$ cat src/rtl/core/wbm_ram.sv
module wbm_ram #(
  parameter int unsigned Width = 8,
  parameter int unsigned Depth = 512,
  localparam int unsigned AddrW = (Depth > 1) ? $clog2(Depth) : 1
) (
  input  logic             clk_i,
  input  logic             wr_en_i,
  input  logic [AddrW-1:0] wr_addr_i,
  input  logic [Width-1:0] wr_data_i,
  input  logic [AddrW-1:0] rd_addr_i,
  output logic [Width-1:0] rd_data_o
);

  logic [Width-1:0] mem_q [Depth];
  logic [Width-1:0] rd_data_q;

  always_ff @(posedge clk_i) begin
    if (wr_en_i) begin
      mem_q[wr_addr_i] <= wr_data_i;
    end
    rd_data_q <= mem_q[rd_addr_i];
  end

  assign rd_data_o = rd_data_q;

endmodule

$ cat config.mk
export PLATFORM = sky130hd
export DESIGN_NAME = wbm_ram
export DESIGN_NICKNAME = d
export VERILOG_FILES = /design/src/rtl/core/wbm_ram.sv
export SDC_FILE = /design/constraint.sdc
export NUM_CORES = 2
export LEC_CHECK = 0
export BUFFER_PORTS_ARGS = -buffer_cell sky130_fd_sc_hd__buf_2
export CORE_MARGIN = 5
export CORE_UTILIZATION = 49
export DETAILED_ROUTE_END_ITERATION = 8
export GPL_TIMING_DRIVEN = 0
export PLACE_DENSITY = 0.63
export SLEW_MARGIN = 15
export SYNTH_ARGS = -nofsm -noshare
export SYNTH_HDL_FRONTEND = slang
export SYNTH_SLANG_ARGS = --single-unit
$ cat constraint.sdc
create_clock -name clk_i -period 3.55 [get_ports clk_i]
set_clock_uncertainty 0.05 [all_clocks]
set_input_delay 0.1775 -clock clk_i [delete_from_list [all_inputs] [get_ports clk_i]]
set_output_delay 0.1775 -clock clk_i [all_outputs]
set_load 0.02 [all_outputs]
### Yosys cells after proc, flatten, opt, wreduce, memory -nomap -nowiden

Memory sizes are Yosys's and may differ from the RTL's. A register that Yosys moved wholly into a read port is not among the register bits.
Index checks and enable logic that the tools add are counted.
W data, S select, Z words.

* flip-flop bits (word level): 0
* bits in latches: 0
* bits in writable memories: 4096
* ROM bits: 0
* bits of input ports: 28
* output and inout port bits: 8
* memories kept: 1

* $add $sub $neg: 0
* $mul: 0
* div/mod/pow operators: 0
* $lt $le $gt $ge: 0
* eq/ne operators: 0
* shifts and indexed selects: 0
* multiplexer cells: 2
* bitwise gates (word level): 0
* reductions and logical operators: 0

Memories
* mem_q: depth 512, bits a word 8, rd ports 1, clocked after memory_dff 1, wr ports 1, line 14 `logic [Width-1:0] mem_q [Depth];`

Operators by type and width (number)
* $mux W1: 2

### Logic depth before layout (Yosys ltp)

* word-level depth: 2
* depth in mapped cells: 12
* depth with buffers taken out: 7

### Worst setup path after synthesis

OpenSTA, ideal clock, no wires.

* kind: input -> register
* start: input port rd_addr_i[0]
* end: register rd_data_q[0], in the netlist rd_data_o[0], read port of mem_q
* library setup time: 0.118 ns
* arrival time: 2.032 ns
* path slack: 1.351 ns
* stages: 10
* path buffers: 4
* cell sequence: buf_4 -> buf_12 -> buf_12 -> buf_2 -> mux4_2 -> o21ai_0 -> nand3_1 -> nand4_1 -> o21ai_0 -> o2111a_1

RTL lines
* from (decl): line 10 `input logic [AddrW-1:0] rd_addr_i,`
* to (decl): line 15 `logic [Width-1:0] rd_data_q;`

==> impl_metrics.py <==
metrics = {
    "layout": {
        "nets": 8623,
        "fin_cells": 13289,
        "drive_above_1_share_pct": 19.52,
        "final_util_pct": 55.93,
        "syn2layout_area_growth_pct": 13.50,
    },
    "yosys": {
        "synthDistinctLibCells": 51,
        "synthArstFlopShare_pct": 0,
        "syn_area_sq_um": 159900,
        "synth_area_leaders": "edfxtp_1 77%, mux4_2 9.2%, mux2i_1 5.0%",
        "synth_top_area_cell": "edfxtp_1",
        "yosysMostFrequentCell": "edfxtp_1",
        "ys.flop_type": "edfxtp_1",
        "ys_seq_elements": 4104,
        "syn-mean-instance-area_sq_um": 19.92,
        "syn_nets": 8058,
        "synthCells": 8030,
        "yosysSeqAreaShare_pct": 77.01,
        "yosysWarnings": 0,
        "yosys.area.top_type_share_pct": 76.91,
        "synth_edf_count": 4096,
        "netlist_top_cells_count": "4096 x edfxtp_1, 797 x mux2i_1, 654 x mux4_2",
    },
    "floorplanning": {
        "core_sq_um": 324500,
        "die_width_um": 581.3,
        "ios": 36,
        "rows": 209,
        "dieArea_sq_um": 337900,
        "fp.dieH_um": 581.3,
        "initial_utilization_pct": 49.28,
    },
    "placement": {
        "dpl.hpwl_um": 427200,
        "portBuffers": 31,
        "dp.cells": 12497,
        "place.gp.congestion": 1.073,
    },
    "route": {
        "wl_um": 595200,
        "wl_met1_um": 207800,
        "wl_per_cell_um": 44.79,
        "vias": 92005,
        "wl_met2_um": 250600,
        "avgViaCountPerCell": 6.923,
        "drt_iter0_drc": 16872,
        "first_pass_iters": 9,
        "route.top_layer_used": "met5",
        "drc": 0,
        "wl_met3_um": 88310,
        "drtAntennaViolNets": 0,
    },
    "timing": {
        "tightestPinTransition_ns": 1.424,
        "worst_slack_ns": -0.4046,
        "layout_min_cycle_time_ns": 3.955,
        "max_freq_mhz": 252.9,
        "setup_tns_ns": -1.871,
        "hold-worst-slack_ns": 0.08442,
        "slew_violations": 0,
        "finalHoldViolCount": 0,
        "fin_crit_sh_pct": 111.4,
        "slew-limit-headroom_pct": 5.079,
        "finalSetupViolations": 8,
    },
    "critical_path": {
        "required_ns": 4.32,
        "cp_data_arrival_time_ns": 4.72,
        "rr_startpoint": "mem_q[59][2]",
        "critPathCapture": "rd_data_o[7]",
        "endpoint_kind": "register",
        "startpoint_type": "primary input",
        "ff2ff_path_depth": 7,
        "crit_fanout": 10,
        "worstSetupPathType": "in2reg",
        "startpoint": "rd_addr_i[3]",
        "reg2reg_to": "rd_data_o[2]",
        "r2r_slack_ns": 0.12,
    },
    "pwr": {
        "ir_worst_vdd_v": 0.0003932,
        "power_leakage_nw": 57.66,
        "finalPower_w": 0.1016,
        "pwr_density_cell_nw_per_um2": 559.7,
    },
    "worst_hold_path": {
        "hold_start": "wr_addr_i[2]",
        "worstHoldPathType": "in2reg",
    },
    "run_status": {
        "violations": "setup timing",
        "status": "finished, violations left",
    },
    "global_routing": {
        "grt-ovfl-total": 0,
        "grt_pass1_vias": 85859,
        "antenna_found_initial": 80,
        "track_usage_pct": 34.48,
        "grt_max_degree": 139,
        "grt_pass1_wl_um": 777500,
    },
    "clocking": {
        "htree_num_levels": 5,
        "clock_latency_ns": 1.01,
        "cts_inserted_buffers": 411,
        "clk_pin_slew_ns": 0.07,
        "clockBufferDepth": 4,
        "clkSinkCount": 4104,
        "cts_tree": "built",
        "root_buffer": "clkbuf_16",
    },
    "job": {
        "maxCapViolCount": 0,
    },
}
-- power breakdown --
group | switching [W] | leakage [nW] | internal, W | total, W
Clock | 0.0185 | 6.13 | 0.0230 | 0.0415
Sequential | 0.0000180 | 36.9 | 0.0534 | 0.0534
Combinational | 0.00493 | 14.7 | 0.00177 | 0.00670
Total | 0.0235 | 57.7 | 0.0781 | 0.102
-- cell families after synthesis --
kind of cell	synth area share, %
flops	77.01
mux	14.20
simple gates	2.631
compound gates	4.313
buf+inv	1.849
-- metrics by stage --
stage	instance area [sq um]	worst slack, ns
2_1_floorplan	159900	1.351
4_1_cts	181300	0.001222
6_report	181500	-0.4046
3_3_place_gp	165500	-5.366
3_5_place_dp	168500	-1.665
5_1_grt	181400	-0.02002
-- cell usage in the layout, fill, tap and decap left out, drive strengths merged, types with 119 or more instances in the layout --
cell type	instances
mux4	654
a21oi	194
buf	386
edfxtp	4096
clkbuf	769
o21ai	119
o22ai	163
mux2i	797
nor2	597
clkinv	175
o221ai	372
-- repair_timing --
| item | CTS | global route |
|---|---|---|
| hold buffers | 11 | 0 |
| setup endpoints to repair | 8 | 7 |
| gates resized for setup | 45 | 29 |
| hold endpoints to repair | 1580 | 0 |
| buffers inserted | 0 | 0 |
-- worst max-delay path: stages --
cell,delay (ns)
clkbuf_1,0.23
and3b_1,0.52
clkbuf_1,0.63
clkbuf_1,1.00
o21ai_0,0.80
nand4_1,0.43
nand2_1,0.42
o2111a_1,0.48
-- flip-flops by register name, indices dropped and copies added (netlist names) --
name	count
mem_q	4096
rd_data_o	8
-- worst min-delay path by stage --
| stage | cells after the start | endpoint | slack, ns |
|---|---|---|---|
| global placement | 1 | rd_data_o[1] | 0.55 |
| floorplan | 0 | mem_q[0][0] | 0.23 |
| global route | 4 | mem_q[2][1] | 0.11 |
| detailed placement | 1 | rd_data_o[6] | 0.55 |
| finish | 4 | mem_q[2][1] | 0.08 |
| CTS | 4 | mem_q[2][1] | 0.01 |
-- cell type report --
class	count	area, sq um
fill	24350	143000
sequential	4104	123200
multi-input combinational	3410	34000
clock buffer	506	10810
tap	4325	5411
buffer	512	3193
timing repair buffer	153	3048
clock inverter	216	1737
antenna	60	150.1
inverter	3	11.26
-- per-layer routing --
metal / vias to the layer above / global-route usage, %
li1: 34691 / -
met1: 48041 / 45.41
met2: 7733 / 48.04
met3: 1514 / 12.64
met4: 26 / 23.19
met5: - / 0.7845
Power figures use the tool's default switching activity.
