$ cat src/rtl/core/wbm_pkg.sv
package wbm_pkg;

  // default geometry of the blocked-word store
  localparam int unsigned DefWordCount  = 32;
  localparam int unsigned DefWordLength = 16;

  // character classes
  localparam logic [7:0] CharLowA = 8'h61;  // a
  localparam logic [7:0] CharLowZ = 8'h7a;  // z
  localparam logic [7:0] CharUpA  = 8'h41;  // A
  localparam logic [7:0] CharUpZ  = 8'h5a;  // Z
  localparam logic [7:0] CharDig0 = 8'h30;  // 0
  localparam logic [7:0] CharDig9 = 8'h39;  // 9
  localparam logic [7:0] CaseBit  = 8'h20;
  localparam logic [7:0] CharNul  = 8'h00;

  typedef enum logic {
    OP_LOAD  = 1'b0,
    OP_TITLE = 1'b1
  } opcode_e;

  typedef enum logic [2:0] {
    ST_CLEAR,
    ST_IDLE,
    ST_SWEEP,
    ST_DRAIN,
    ST_FINISH
  } state_e;

  // kind of pass over the stored words
  typedef enum logic {
    SW_TAKE,
    SW_CLOSE
  } sweep_e;

  // write strobes towards the two memories
  typedef struct packed {
    logic word;
    logic match;
  } mem_we_t;

endpackage

$ cat src/rtl/core/wbm_ctrl.sv
module wbm_ctrl #(
  parameter int unsigned WordCount  = 32,
  parameter int unsigned WordLength = 16,
  localparam int unsigned Depth = WordCount * WordLength,
  localparam int unsigned AW    = $clog2(Depth),
  localparam int unsigned MW    = (WordCount > 1) ? $clog2(WordCount) : 1
) (
  input  logic            clk_i,
  input  logic            rst_ni,
  input  logic            in_valid_i,
  output logic            in_stall_o,
  input  logic            opcode_i,
  input  logic [4:0]      word_slot_i,
  input  logic [3:0]      char_position_i,
  input  logic [7:0]      char_value_i,
  input  logic            title_end_i,
  output logic            out_valid_o,
  input  logic            out_stall_i,
  output logic            blocked_o,
  output wbm_pkg::mem_we_t we_o,
  output logic [AW-1:0]   wmem_wr_addr_o,
  output logic [7:0]      wmem_wr_data_o,
  output logic [AW-1:0]   wmem_rd_addr_o,
  input  logic [7:0]      wmem_rd_data_i,
  output logic [MW-1:0]   mmem_wr_addr_o,
  output logic [0:0]      mmem_wr_data_o,
  output logic [MW-1:0]   mmem_rd_addr_o,
  input  logic [0:0]      mmem_rd_data_i
);

  import wbm_pkg::*;

  localparam int unsigned CW = $clog2(WordLength);
  localparam int unsigned LW = $clog2(WordLength + 2);
  localparam logic [LW-1:0] LenFull  = LW'(WordLength);
  localparam logic [AW-1:0] RowStep  = AW'(WordLength);
  localparam logic [AW-1:0] ClrLast  = AW'(Depth - 1);
  localparam logic [AW-1:0] CountLim = AW'(WordCount);
  localparam logic [MW-1:0] IdxLast  = MW'(WordCount - 1);

  state_e          state_q, state_d;
  sweep_e          kind_q, kind_d;
  logic [AW-1:0]   clr_q, clr_d;
  logic [LW-1:0]   len_q, len_d;
  logic            found_q, found_d;
  logic            last_q, last_d;
  logic            p1_valid_q, p1_valid_d;
  logic            out_valid_q, out_valid_d;
  logic [7:0]      char_q, char_d;
  logic [MW-1:0]   idx_q, idx_d;
  logic [AW-1:0]   base_q, base_d;
  logic [MW-1:0]   p1_idx_q, p1_idx_d;
  logic            out_data_q, out_data_d;

  logic            accept;
  logic            is_word;
  logic            is_upper;
  logic [7:0]      char_lc;
  logic            load_ok;
  logic [AW-1:0]   load_addr;
  logic            len_lt;
  logic [CW-1:0]   col;
  logic            take_bit;
  logic            close_hit;

  assign accept = in_valid_i && (state_q == ST_IDLE);

  always_comb begin
    is_word  = char_value_i inside {[CharLowA:CharLowZ], [CharUpA:CharUpZ],
                                    [CharDig0:CharDig9]};
    is_upper = char_value_i inside {[CharUpA:CharUpZ]};
    char_lc  = is_upper ? (char_value_i | CaseBit) : char_value_i;
  end

  assign load_ok   = (32'(word_slot_i) < WordCount) && (32'(char_position_i) < WordLength);
  assign load_addr = AW'(32'(word_slot_i) * WordLength + 32'(char_position_i));

  assign len_lt = len_q < LenFull;
  assign col    = len_lt ? CW'(len_q) : '0;

  // per-word verdicts on the data read in the previous cycle
  assign take_bit  = mmem_rd_data_i[0] && len_lt && (wmem_rd_data_i == char_q);
  assign close_hit = mmem_rd_data_i[0] && (len_q != '0) && (len_q <= LenFull) &&
                     ((len_q == LenFull) || (wmem_rd_data_i == CharNul));

  always_comb begin
    state_d     = state_q;
    kind_d      = kind_q;
    clr_d       = clr_q;
    len_d       = len_q;
    found_d     = found_q;
    last_d      = last_q;
    char_d      = char_q;
    idx_d       = idx_q;
    base_d      = base_q;
    p1_valid_d  = 1'b0;
    p1_idx_d    = idx_q;
    out_valid_d = out_valid_q && out_stall_i;
    out_data_d  = out_data_q;

    we_o           = '0;
    wmem_wr_addr_o = load_addr;
    wmem_wr_data_o = char_value_i;
    wmem_rd_addr_o = base_q + AW'(col);
    mmem_wr_addr_o = p1_idx_q;
    mmem_wr_data_o = 1'b1;
    mmem_rd_addr_o = idx_q;

    // write back the verdict of the previous read
    if (p1_valid_q) begin
      we_o.match = 1'b1;
      if (kind_q == SW_TAKE) begin
        mmem_wr_data_o = take_bit;
      end else if (close_hit) begin
        found_d = 1'b1;
      end
    end

    case (state_q)
      ST_CLEAR: begin
        we_o.word      = 1'b1;
        wmem_wr_addr_o = clr_q;
        wmem_wr_data_o = CharNul;
        we_o.match     = clr_q < CountLim;
        mmem_wr_addr_o = clr_q[MW-1:0];
        mmem_wr_data_o = 1'b1;
        clr_d          = clr_q + AW'(1);
        if (clr_q == ClrLast) begin
          state_d = ST_IDLE;
        end
      end
      ST_IDLE: begin
        if (accept) begin
          if (opcode_i == OP_TITLE) begin
            char_d  = char_lc;
            last_d  = title_end_i;
            kind_d  = is_word ? SW_TAKE : SW_CLOSE;
            idx_d   = '0;
            base_d  = '0;
            state_d = ST_SWEEP;
          end else begin
            we_o.word = load_ok;
          end
        end
      end
      ST_SWEEP: begin
        p1_valid_d = 1'b1;
        p1_idx_d   = idx_q;
        idx_d      = idx_q + MW'(1);
        base_d     = base_q + RowStep;
        if (idx_q == IdxLast) begin
          state_d = ST_DRAIN;
        end
      end
      ST_DRAIN: begin
        if (kind_q == SW_TAKE) begin
          if (len_q <= LenFull) begin
            len_d = len_q + LW'(1);
          end
        end else begin
          len_d = '0;
        end
        if (last_q && (kind_q == SW_TAKE)) begin
          kind_d  = SW_CLOSE;
          idx_d   = '0;
          base_d  = '0;
          state_d = ST_SWEEP;
        end else if (last_q) begin
          state_d = ST_FINISH;
        end else begin
          state_d = ST_IDLE;
        end
      end
      ST_FINISH: begin
        if (!out_valid_q || !out_stall_i) begin
          out_valid_d = 1'b1;
          out_data_d  = found_q;
          found_d     = 1'b0;
          state_d     = ST_IDLE;
        end
      end
      default: begin
        state_d = ST_IDLE;
      end
    endcase
  end

  always_ff @(posedge clk_i or negedge rst_ni) begin
    if (!rst_ni) begin
      state_q     <= ST_CLEAR;
      kind_q      <= SW_TAKE;
      clr_q       <= '0;
      len_q       <= '0;
      found_q     <= 1'b0;
      last_q      <= 1'b0;
      p1_valid_q  <= 1'b0;
      out_valid_q <= 1'b0;
    end else begin
      state_q     <= state_d;
      kind_q      <= kind_d;
      clr_q       <= clr_d;
      len_q       <= len_d;
      found_q     <= found_d;
      last_q      <= last_d;
      p1_valid_q  <= p1_valid_d;
      out_valid_q <= out_valid_d;
    end
  end

  always_ff @(posedge clk_i) begin
    char_q     <= char_d;
    idx_q      <= idx_d;
    base_q     <= base_d;
    p1_idx_q   <= p1_idx_d;
    out_data_q <= out_data_d;
  end

  assign in_stall_o  = state_q != ST_IDLE;
  assign out_valid_o = out_valid_q;
  assign blocked_o   = out_data_q;

endmodule

$ cat config.mk
export PLATFORM = sky130hd
export DESIGN_NAME = wbm_ctrl
export DESIGN_NICKNAME = d
export VERILOG_FILES = /design/src/rtl/core/wbm_pkg.sv /design/src/rtl/core/wbm_ctrl.sv
export SDC_FILE = /design/constraint.sdc
export NUM_CORES = 1
export LEC_CHECK = 0
export BUFFER_PORTS_ARGS = -buffer_cell sky130_fd_sc_hd__buf_2
export CORE_MARGIN = 5
export CORE_UTILIZATION = 45
export CTS_CLUSTER_DIAMETER = 120
export DETAILED_ROUTE_END_ITERATION = 12
export HOLD_SLACK_MARGIN = 0.1
export PLACE_DENSITY = 0.76
export SLEW_MARGIN = 5
export SYNTH_ARGS = -nofsm -noshare
export SYNTH_HDL_FRONTEND = slang
export SYNTH_SLANG_ARGS = --single-unit
$ cat constraint.sdc
create_clock -name clk_i -period 2.33 [get_ports clk_i]
set_input_delay 0.3495 -clock clk_i [delete_from_list [all_inputs] [get_ports clk_i]]
set_output_delay 0.3495 -clock clk_i [all_outputs]
set_load 0.005 [all_outputs]
# Word-level counts from Yosys, hierarchy flattened
# Index checks and enable logic that the tools add are counted.
# word_totals
regBits	50
word_cells	116
# op_classes
addsub	6
magnitude_cmp	9
n_eq_ne	15
muxes	43
n_bitwise	1
reduce_logical	28
# ops
operator	count
two-way mux 9 bit	4
two-way mux 5 bit	6
case mux 9 bit (3 select lines)	1
two-way mux 3 bit	7
two-way mux 1 bit	19
adder 9 x 4 -> 9 bit	2
greater-or-equal comparator 8 x 7 -> 1 bit (second input constant)	2
less-or-equal comparator 8 x 7 -> 1 bit (second input constant)	2
case mux 3 bit (5 select lines)	1
case mux 5 bit (3 select lines)	1
inequality test 2 bit (second input constant)	6
logical AND 1 bit	11
adder 5 x 1 -> 5 bit (second input constant)	2
== test 5 bit (second input constant)	2
adder 9 x 1 -> 9 bit (second input constant)	1
adder 9 x 5 -> 9 bit (second input constant)	1
== test 9 bit (second input constant)	1
less-than comparator 9 x 6 -> 1 bit (second input constant)	1
== test 8 bit	1
greater-or-equal comparator 8 x 6 -> 1 bit (second input constant)	1
less-or-equal comparator 8 x 6 -> 1 bit (second input constant)	1
zero test 8 bit	1
two-way mux 8 bit	1
AND reduction 4 bit	2
18 further kinds	25

# Longest topological paths before layout
# Gate-level depths: netlist (run 1).
# logic_depth
ltp_word	9
depth_mapped	8
depth_no_buf	8

# Least setup slack after synthesis (run 1)
# No wires, ideal clock.
# synth_path
kind	register to register
startpoint	reg kind_q
endpoint	reg base_q[4], enable pin
t_arrival_ns	1.615
required_time_ns	1.933
slack_ns	0.319
stages_incl_launch_ff	4
path_buffers	1
period_less_slack_ns	2.011
path_cell_list	dfrtp_1 clkbuf_1 nand2b_1 a311oi_1
# synth_between
elab_chain_len	4
# synth_lines
element	line	rtl
start: declaration	wbm_ctrl.sv:42	sweep_e kind_q, kind_d;
start signal: assignment	wbm_ctrl.sv:200	kind_q <= kind_d;
NOT 1 bit	wbm_ctrl.sv:163	if (last_q && (kind_q == SW_TAKE)) begin
logical AND 1 bit	wbm_ctrl.sv:163	
inequality test 2 bit (no source line)	-	
AND reduction 4 bit (no source line)	-	
end signal: assignment	wbm_ctrl.sv:213	base_q <= base_d;
end: declaration	wbm_ctrl.sv:51	logic [AW-1:0] base_q, base_d;
# No other way between the ends.
# A chain may end at the register's enable or synchronous reset.

==> summary.md, run 1 <==
| Metric | Value |
|---|---|
| Area Overhead vs Synth | 22.8% |
| Placed Area | 2830 sq um |
| Max Freq | 498 MHz |
| Worst flop-to-flop path endpoint | len_q[0] |
| Antenna diode instance count | 0 |
| CP bufs+invs | 1 |
| Floorplan row count | 26 |
| Number of max-cap violations | 0 |
| WP data arrival | 1.66 ns |
| Routing usage on met1 | 0.193 |
| Final worst slack | 0.320 ns |
| First-pass GRT wire length | 8840 microns |
| Worst Skew | 0.0110 ns |
| Final WL | 5060 microns |
| Layer with the highest usage | met2 |
| Pin count of the biggest net entering global routing | 31 |
| Setup TNS | 0 ns |
| PwrDens | 1140 nW/um^2 |
| Worst slack, placed | 0.390 ns |
| Initial antenna violation count | 0 |
| Proportion of netlist area held by the largest area contributor | 0.239 |
| Via/cell ratio | 5.02 |
| Top delay family on crit path | simple AND/OR/NAND/NOR gates |
| Unrepaired setup endpoints after global routing | no |
| CP Class | reg -> out |
| Hold Crit Endpoint | char_q[6] |
| Via count | 1976 |
| Worst setup SP type | flop |
| CP max stage delay | 0.52 ns |
| R2r setup slk | 0.52 ns |
| GR Layer Usage met3 | 0.0426 |
| Logic pwr share | 0.430 |
| Cell area after synthesis | 2390 sq um |
| Final GP Congestion | 0.804 |
| CP max FO | 30 |
| Max Transition Viols Final | 0 |
| HP Class | in -> reg |
| WL/cell | 12.8 microns |
| Asr flop ratio synth | 0.478 |
| Vias in the first global route | 1913 |
| Syn Inst Count | 247 |
| H-Tree Depth | 2 |
| Starting DRT DRC Count | 102 |
| Worst Hold Launch | char_value_i[6] |
| Crit path depth | 4 |
| Routed Antenna Nets | 0 |
| Final setup violation count | 0 |
| CTS tree | built |
| Leak pwr | 1.37 nW |
| Final design utilization | 0.570 |
| Initial core utilization | 0.464 |
| Status | finished clean |
| Min Clock Period, post-route | 2.01 ns |
| Root Driver | clkbuf_8 |
| Critical-path top delay cell | or3_4 |
| Most common flop cell mapped by yosys | dfrtp_1 |
| Nets | 362 |
| Cts bufs inserted | 5 |
| Clk slew on worst S/H paths | 0.09 ns |
| Clock network fraction of design power | 0.148 |
| Drt pass-1 iters | 4 |
| Grt ovf | 0 |
| Cell area after layout | 2930 sq um |
| Total clock sinks | 46 |
| All-Layer GR Usage | 0.153 |
| Largest vdd supply drop | 0.000556 V |
| Critical Path RT | 1.98 ns |
| Hold Path Depth | 1 |
| Slew HR | 0.658 |
| Final hold vios | 0 |
| Met2 Use GR | 0.259 |
| Total core area | 5140 sq um |
| Die ar. | 6860 sq um |
| Share of layout cells above drive strength 1 | 0.290 |
| Net Sw Power | 1.32 mW |
| Sequential element share of the synthesized area | 0.512 |
| Worst slew pin tran | 0.513 ns |
| Number of synthesis warnings | 0 |
| Die extent in y | 82.8 microns |
| Die X | 82.8 microns |
| Synth Register Bits | 46 |
| Synth area leader | edfxtp_1 |
| HPWL after DPL | 3820 microns |
| Worst-skew pair later-pin latency | 0.30 ns |
| Reg2Reg Depth | 6 |
| Int Pwr | 2.03 mW |
| Fin crit share | 0.862 |
| Critical R2R Launch | len_q[0] |
| Synth cell types | 42 |
| Sw Share | 0.393 |
| Syn avg cell area | 9.66 sq um |
| Critical Path End Type | output pin |
| DRC viols | 0 |
| Port bufs | 73 |
| Max Root-Sink Buffers | 2 |
| Io pins | 74 |
| Critical path, cell by cell | or3_4 > nand2_1 > o21ai_0 > buf_2 |
| Flop pwr share | 0.422 |
| Mapped Nets | 286 |
| Post-synth EDFFs | 19 |
| Hold slack final | 0.271 ns |
| Synth area leaders | edfxtp_1 (24%), dfrtp_1 (23%), nand2_1 (7.6%), xnor2_1 (4.4%), dfxtp_1 (4.2%) |
==> logic make-up (layout without fill, tap and decap cells) <==
group           after synthesis  in the layout  synth area share
buf+inv                      16             93            0.0304
fa+ha+maj                     7              7            0.0367
compound gates               32             32            0.0802
xor+xnor                     20             20            0.0734
mux                           2              2           0.00891
flops                        46             46             0.512
simple gates                124            124             0.259
==> state kept, by name (all words and copies together) (netlist names) <==
register and flops:
clr_q 9, char_q 8, base_q 5, len_q 5, mmem_rd_addr_o 5, p1_idx_q 5, state_q 3, blocked_o 1
found_q 1, kind_q 1, last_q 1, out_valid_o 1, p1_valid_q 1
==> timing repair <==
item                                    in CTS  in global routing
endpoints found under the setup margin       0                 13
setup buffers                                0                  0
hold buffers                                 1                  0
gates resized for setup                      0                  1
endpoints found under the hold margin       22                  0
==> final cells by class <==
class                   count  area, sq um
clock buffers               5         68.8
repair buffers             79          413
multi-input cells         185         1100
fillers                   488         2210
flip-flops and latches     46         1220
clock inverters             3         21.3
well taps                  70         87.6
inverters                   6         22.5
==> synthesized netlist by cell type (2+ instances only) <==
cell	count
xnor2_1	12
nor2b_1	2
or3_1	2
nor3b_1	2
clkbuf_1	5
nand2b_1	3
nand3_1	10
dfrtp_1	22
inv_1	6
a21oi_1	10
and2_1	12
nand4_1	7
ha_1	7
a311oi_1	2
xor2_1	8
o22ai_1	4
nor2_1	20
dfxtp_1	5
or4_1	2
a31oi_1	3
o21ai_0	9
buf_2	4
and3_1	2
nor3_1	4
nand2_1	48
nor4_1	2
edfxtp_1	19
==> how the worst max path moves through the flow <==
stage               start                 to  slack (ns)
2_1_floorplan      kind_q          base_q[4]        0.32
3_3_place_gp   state_q[2]  wmem_wr_data_o[2]        0.44
3_5_place_dp   state_q[2]            we_o[0]        0.39
4_1_cts        state_q[2]            we_o[0]        0.05
5_1_grt        state_q[2]            we_o[0]        0.18
6_report       state_q[2]            we_o[0]        0.32
==> layout by cell type, fill, tap and decap left out, types with 2 or more instances in the layout <==
cell      instances
buf_2            73
nand2_1          48
dfrtp_1          22
nor2_1           20
edfxtp_1         19
and2_1           12
xnor2_1          12
nand3_1          10
a21oi_1          10
o21ai_0           9
xor2_1            8
nand4_1           7
ha_1              7
inv_1             6
clkbuf_8          5
dfxtp_1           5
buf_4             5
nor3_1            4
o22ai_1           4
nand2b_1          3
a31oi_1           3
and3_1            2
or3_1             2
nor2b_1           2
a311oi_1          2
or4_1             2
nor4_1            2
nor3b_1           2
==> per-stage QoR <==
step | power [mW] | std cells
finish | 3.35 | 394
global route | 3.66 | 394
CTS | 3.38 | 394
detailed placement | 2.88 | 385
global placement | 2.84 | 385
floorplan | 2.29 | 247
==> power by group through the flow <==
stage	Clock [mW]	Sequential [mW]	Combinational (mW)
2_1_floorplan	0	1.36	0.922
3_3_place_gp	0	1.42	1.42
3_5_place_dp	0	1.42	1.45
4_1_cts	0.504	1.41	1.46
5_1_grt	0.546	1.46	1.65
6_report	0.494	1.41	1.44
==> metal layers <==
layer | wire, microns | part of all wire | vias up
met5 | 0 | 0 | -
met3 | 283 | 0.056 | 7
li1 | - | - | 1014
met4 | 52 | 0.010 | 0
met1 | 2240 | 0.44 | 897
met2 | 2480 | 0.49 | 58
==> worst register-to-register path: cells and delay by family, from the launching register on <==
family          cells  cell delay (ns)
compound gates      3             0.52
simple gates        1             0.49
flops               1             0.42
fa+ha+maj           1             0.17
buf+inv             1             0.13
Note: power is estimated with default switching activity, not from simulation.
==> run 2, diff against run 1 <==
Settings changed: CORE_MARGIN 5 to default.
==> run 2 against run 1 <==
  * First-iteration DRC count down 14%
  * Final area up 0.13%
  * Register-to-register slack about the same
  * Die area down 18%
  * Core utilization up 0.44 points
  * Total power up 0.41%
  * Sequential cell count unchanged
  * Combinational power about the same
  * Routed wire length down 3.8%
  * Clock power up 3%
  * Non-clock buffer count unchanged
  * Critical endpoint is now mmem_wr_addr_o[4]
  * Highest routed layer unchanged
==> summary.md, run 2 (same netlist as run 1, synthesis figures left out) <==
| Metric | Value |
|---|---|
| Share of layout cells above drive strength 1 | 0.290 (unchanged) |
| Via/cell ratio | 5.15 (+2.7%) |
| Worst Skew | 0.0121 ns (+0.00106 ns) |
| Area Overhead vs Synth | 23.0% |
| PwrDens | 1140 nW/um^2 (+0.28%) |
| Largest regs | clr_q (9), char_q (8) |
| Nets | 362 (unchanged) |
| Max Transition Viols Final | 0 (unchanged) |
| Max Freq | 495 MHz (-0.53%) |
| Pin count of the biggest net entering global routing | 31 (unchanged) |
| CTS tree | built |
| Port bufs | 73 (unchanged) |
| Drt pass-1 iters | 6 (+2) |
| Worst setup SP type | flop |
| Max Root-Sink Buffers | 2 (unchanged) |
| Total core area | 5110 sq um (-0.63%) |
| Setup TNS | 0 ns (unchanged) |
| Via count | 2029 (+2.7%) |
| Io pins | 74 (unchanged) |
| Final GP Congestion | 0.830 (+3.2%) |
| Initial antenna violation count | 0 (unchanged) |
| Largest vdd supply drop | 0.000520 V (-6.5%) |
| Critical-path top delay cell | dfrtp_1 |
| Number of max-cap violations | 0 (unchanged) |
| Critical path, cell by cell | buf_4 > nor3_1 > buf_4 > nand2_1 > nand2_1 > buf_2 |
| First-pass GRT wire length | 7650 microns (-13%) |
| WP data arrival | 1.67 ns (about the same) |
| Starting DRT DRC Count | 88 (-14%) |
| Floorplan row count | 26 (unchanged) |
| WL/cell | 12.4 microns (-3.8%) |
| HPWL after DPL | 3590 microns (-6.2%) |
| Cts bufs inserted | 5 (unchanged) |
| All-Layer GR Usage | 0.184 (+0.0309) |
| Commonest cells after routing, fill and taps aside | buf_2 (73), nand2_1 (48), dfrtp_1 (22) |
| CP max FO | 12 (-60%) |
| Worst slew pin tran | 0.527 ns (+0.0140 ns) |
| Most flops, register | clr_q |
| Final hold vios | 0 (unchanged) |
| Die ar. | 5600 sq um (-18%) |
| Slew HR | 0.649 (-0.00931) |
| Fin crit share | 0.867 (+0.00456) |
| Routed Antenna Nets | 0 (unchanged) |
| Total clock sinks | 46 (unchanged) |
| Critical Path End Type | output pin |
| Unrepaired setup endpoints after global routing | no |
| Grt ovf | 0 (unchanged) |
| Largest register FFs | 9 (unchanged) |
| DRC viols | 0 (unchanged) |
| HP Class | in -> reg |
| Worst-skew pair later-pin latency | 0.32 ns (+0.02 ns) |
| Setup Fix Bufs, Post-CTS | 0 (unchanged) |
| Min Clock Period, post-route | 2.02 ns (+0.0106 ns) |
| Initial core utilization | 0.467 (+0.00296) |
| CP Class | reg -> out |
| Antenna diode instance count | 0 (unchanged) |
| Clk slew on worst S/H paths | 0.08 ns (about the same) |
| Root Driver | clkbuf_8 |
| Vias in the first global route | 1696 (-11%) |
| Die extent in y | 74.8 microns (-9.7%) |
| Final WL | 4870 microns (-3.8%) |
| Die X | 74.8 microns (-9.7%) |
| Critical Path RT | 1.98 ns (about the same) |
| Commonest non-fill, non-tap cell in the layout | buf_2 |
| H-Tree Depth | 2 (unchanged) |
| Status | finished clean |
| Leak pwr | 1.37 nW (about the same) |
| CP max stage delay | 0.39 ns (-0.13 ns) |
| Tot Pwr | 3.36 mW (+0.41%) |
| Final setup violation count | 0 (unchanged) |
[run 2: cell count changes in the layout (fill, tap and decap cells not counted)]
| cell | previous run | this run |
|---|---|---|
| clkinv_2 | 1 | 0 |
| inv_6 | 0 | 1 |
[run 2: per-layer routing]
metal / track usage / vias up / part of all wire / wire length (microns)
li1: - / 1010 / - / -
met1: 0.236 / 959 / 0.47 / 2270
met2: 0.305 / 55 / 0.48 / 2350
met3: 0.0482 / 5 / 0.042 / 203
met4: 0.0566 / 0 / 0.010 / 51
met5: 0 / - / 0 / 0
[run 2: what timing repair did]
item                                    4_1_cts  5_1_grt
endpoints found under the setup margin        0       10
resized for setup                             0        1
hold endpoints to repair                     22        0
hold buffers                                  1        0
[run 2: critical path, delay by kind of cell, from the launching register on]
kind | cells | cell delay (ns)
simple gates | 3 | 0.46
buf+inv | 3 | 0.51
flops | 1 | 0.39
[run 2: power breakdown]
group | leakage (nW) | switching [mW] | internal, mW
clock | 0.0447 | 0.290 | 0.217
combinational | 0.816 | 0.779 | 0.665
sequential | 0.509 | 0.254 | 1.15
total | 1.37 | 1.32 | 2.04
[run 2: path summary, 6_finish.rpt]
path / depth (start not counted) / to / slack, ns / startpoint
max: 6 / mmem_wr_addr_o[4] / 0.31 / state_q[1]
min: 1 / char_q[6] / 0.25 / char_value_i[6]
max reg2reg: 6 / len_q[0] / 0.51 / len_q[0]
min reg2reg: 0 / p1_idx_q[4] / 0.43 / mmem_rd_addr_o[4]
max in group asynchronous: 2 / clr_q[4] / 1.43 / rst_ni
min in group asynchronous: 2 / last_q / 0.54 / rst_ni
[run 2: through the flow]
stage               hold WS, ns  instances  cell area, sq um   util  worst slack, ns
floorplan                0.0539        247              2390      -            0.319
global placement          0.356        385              2830  0.553            0.445
detailed placement        0.356        385              2830  0.553            0.408
CTS                       0.249        394              2930  0.574           0.0568
global route              0.250        394              2930  0.574            0.169
finish                    0.254        394              2930  0.574            0.310
[run 2: final cells by class]
type,instances,area (sq um)
clock inverters,3,25.0
multi-input cells,185,1100
repair buffers,79,413
clock buffers,5,68.8
inverters,6,22.5
well taps,70,87.6
flip-flops and latches,46,1220
fillers,462,2170
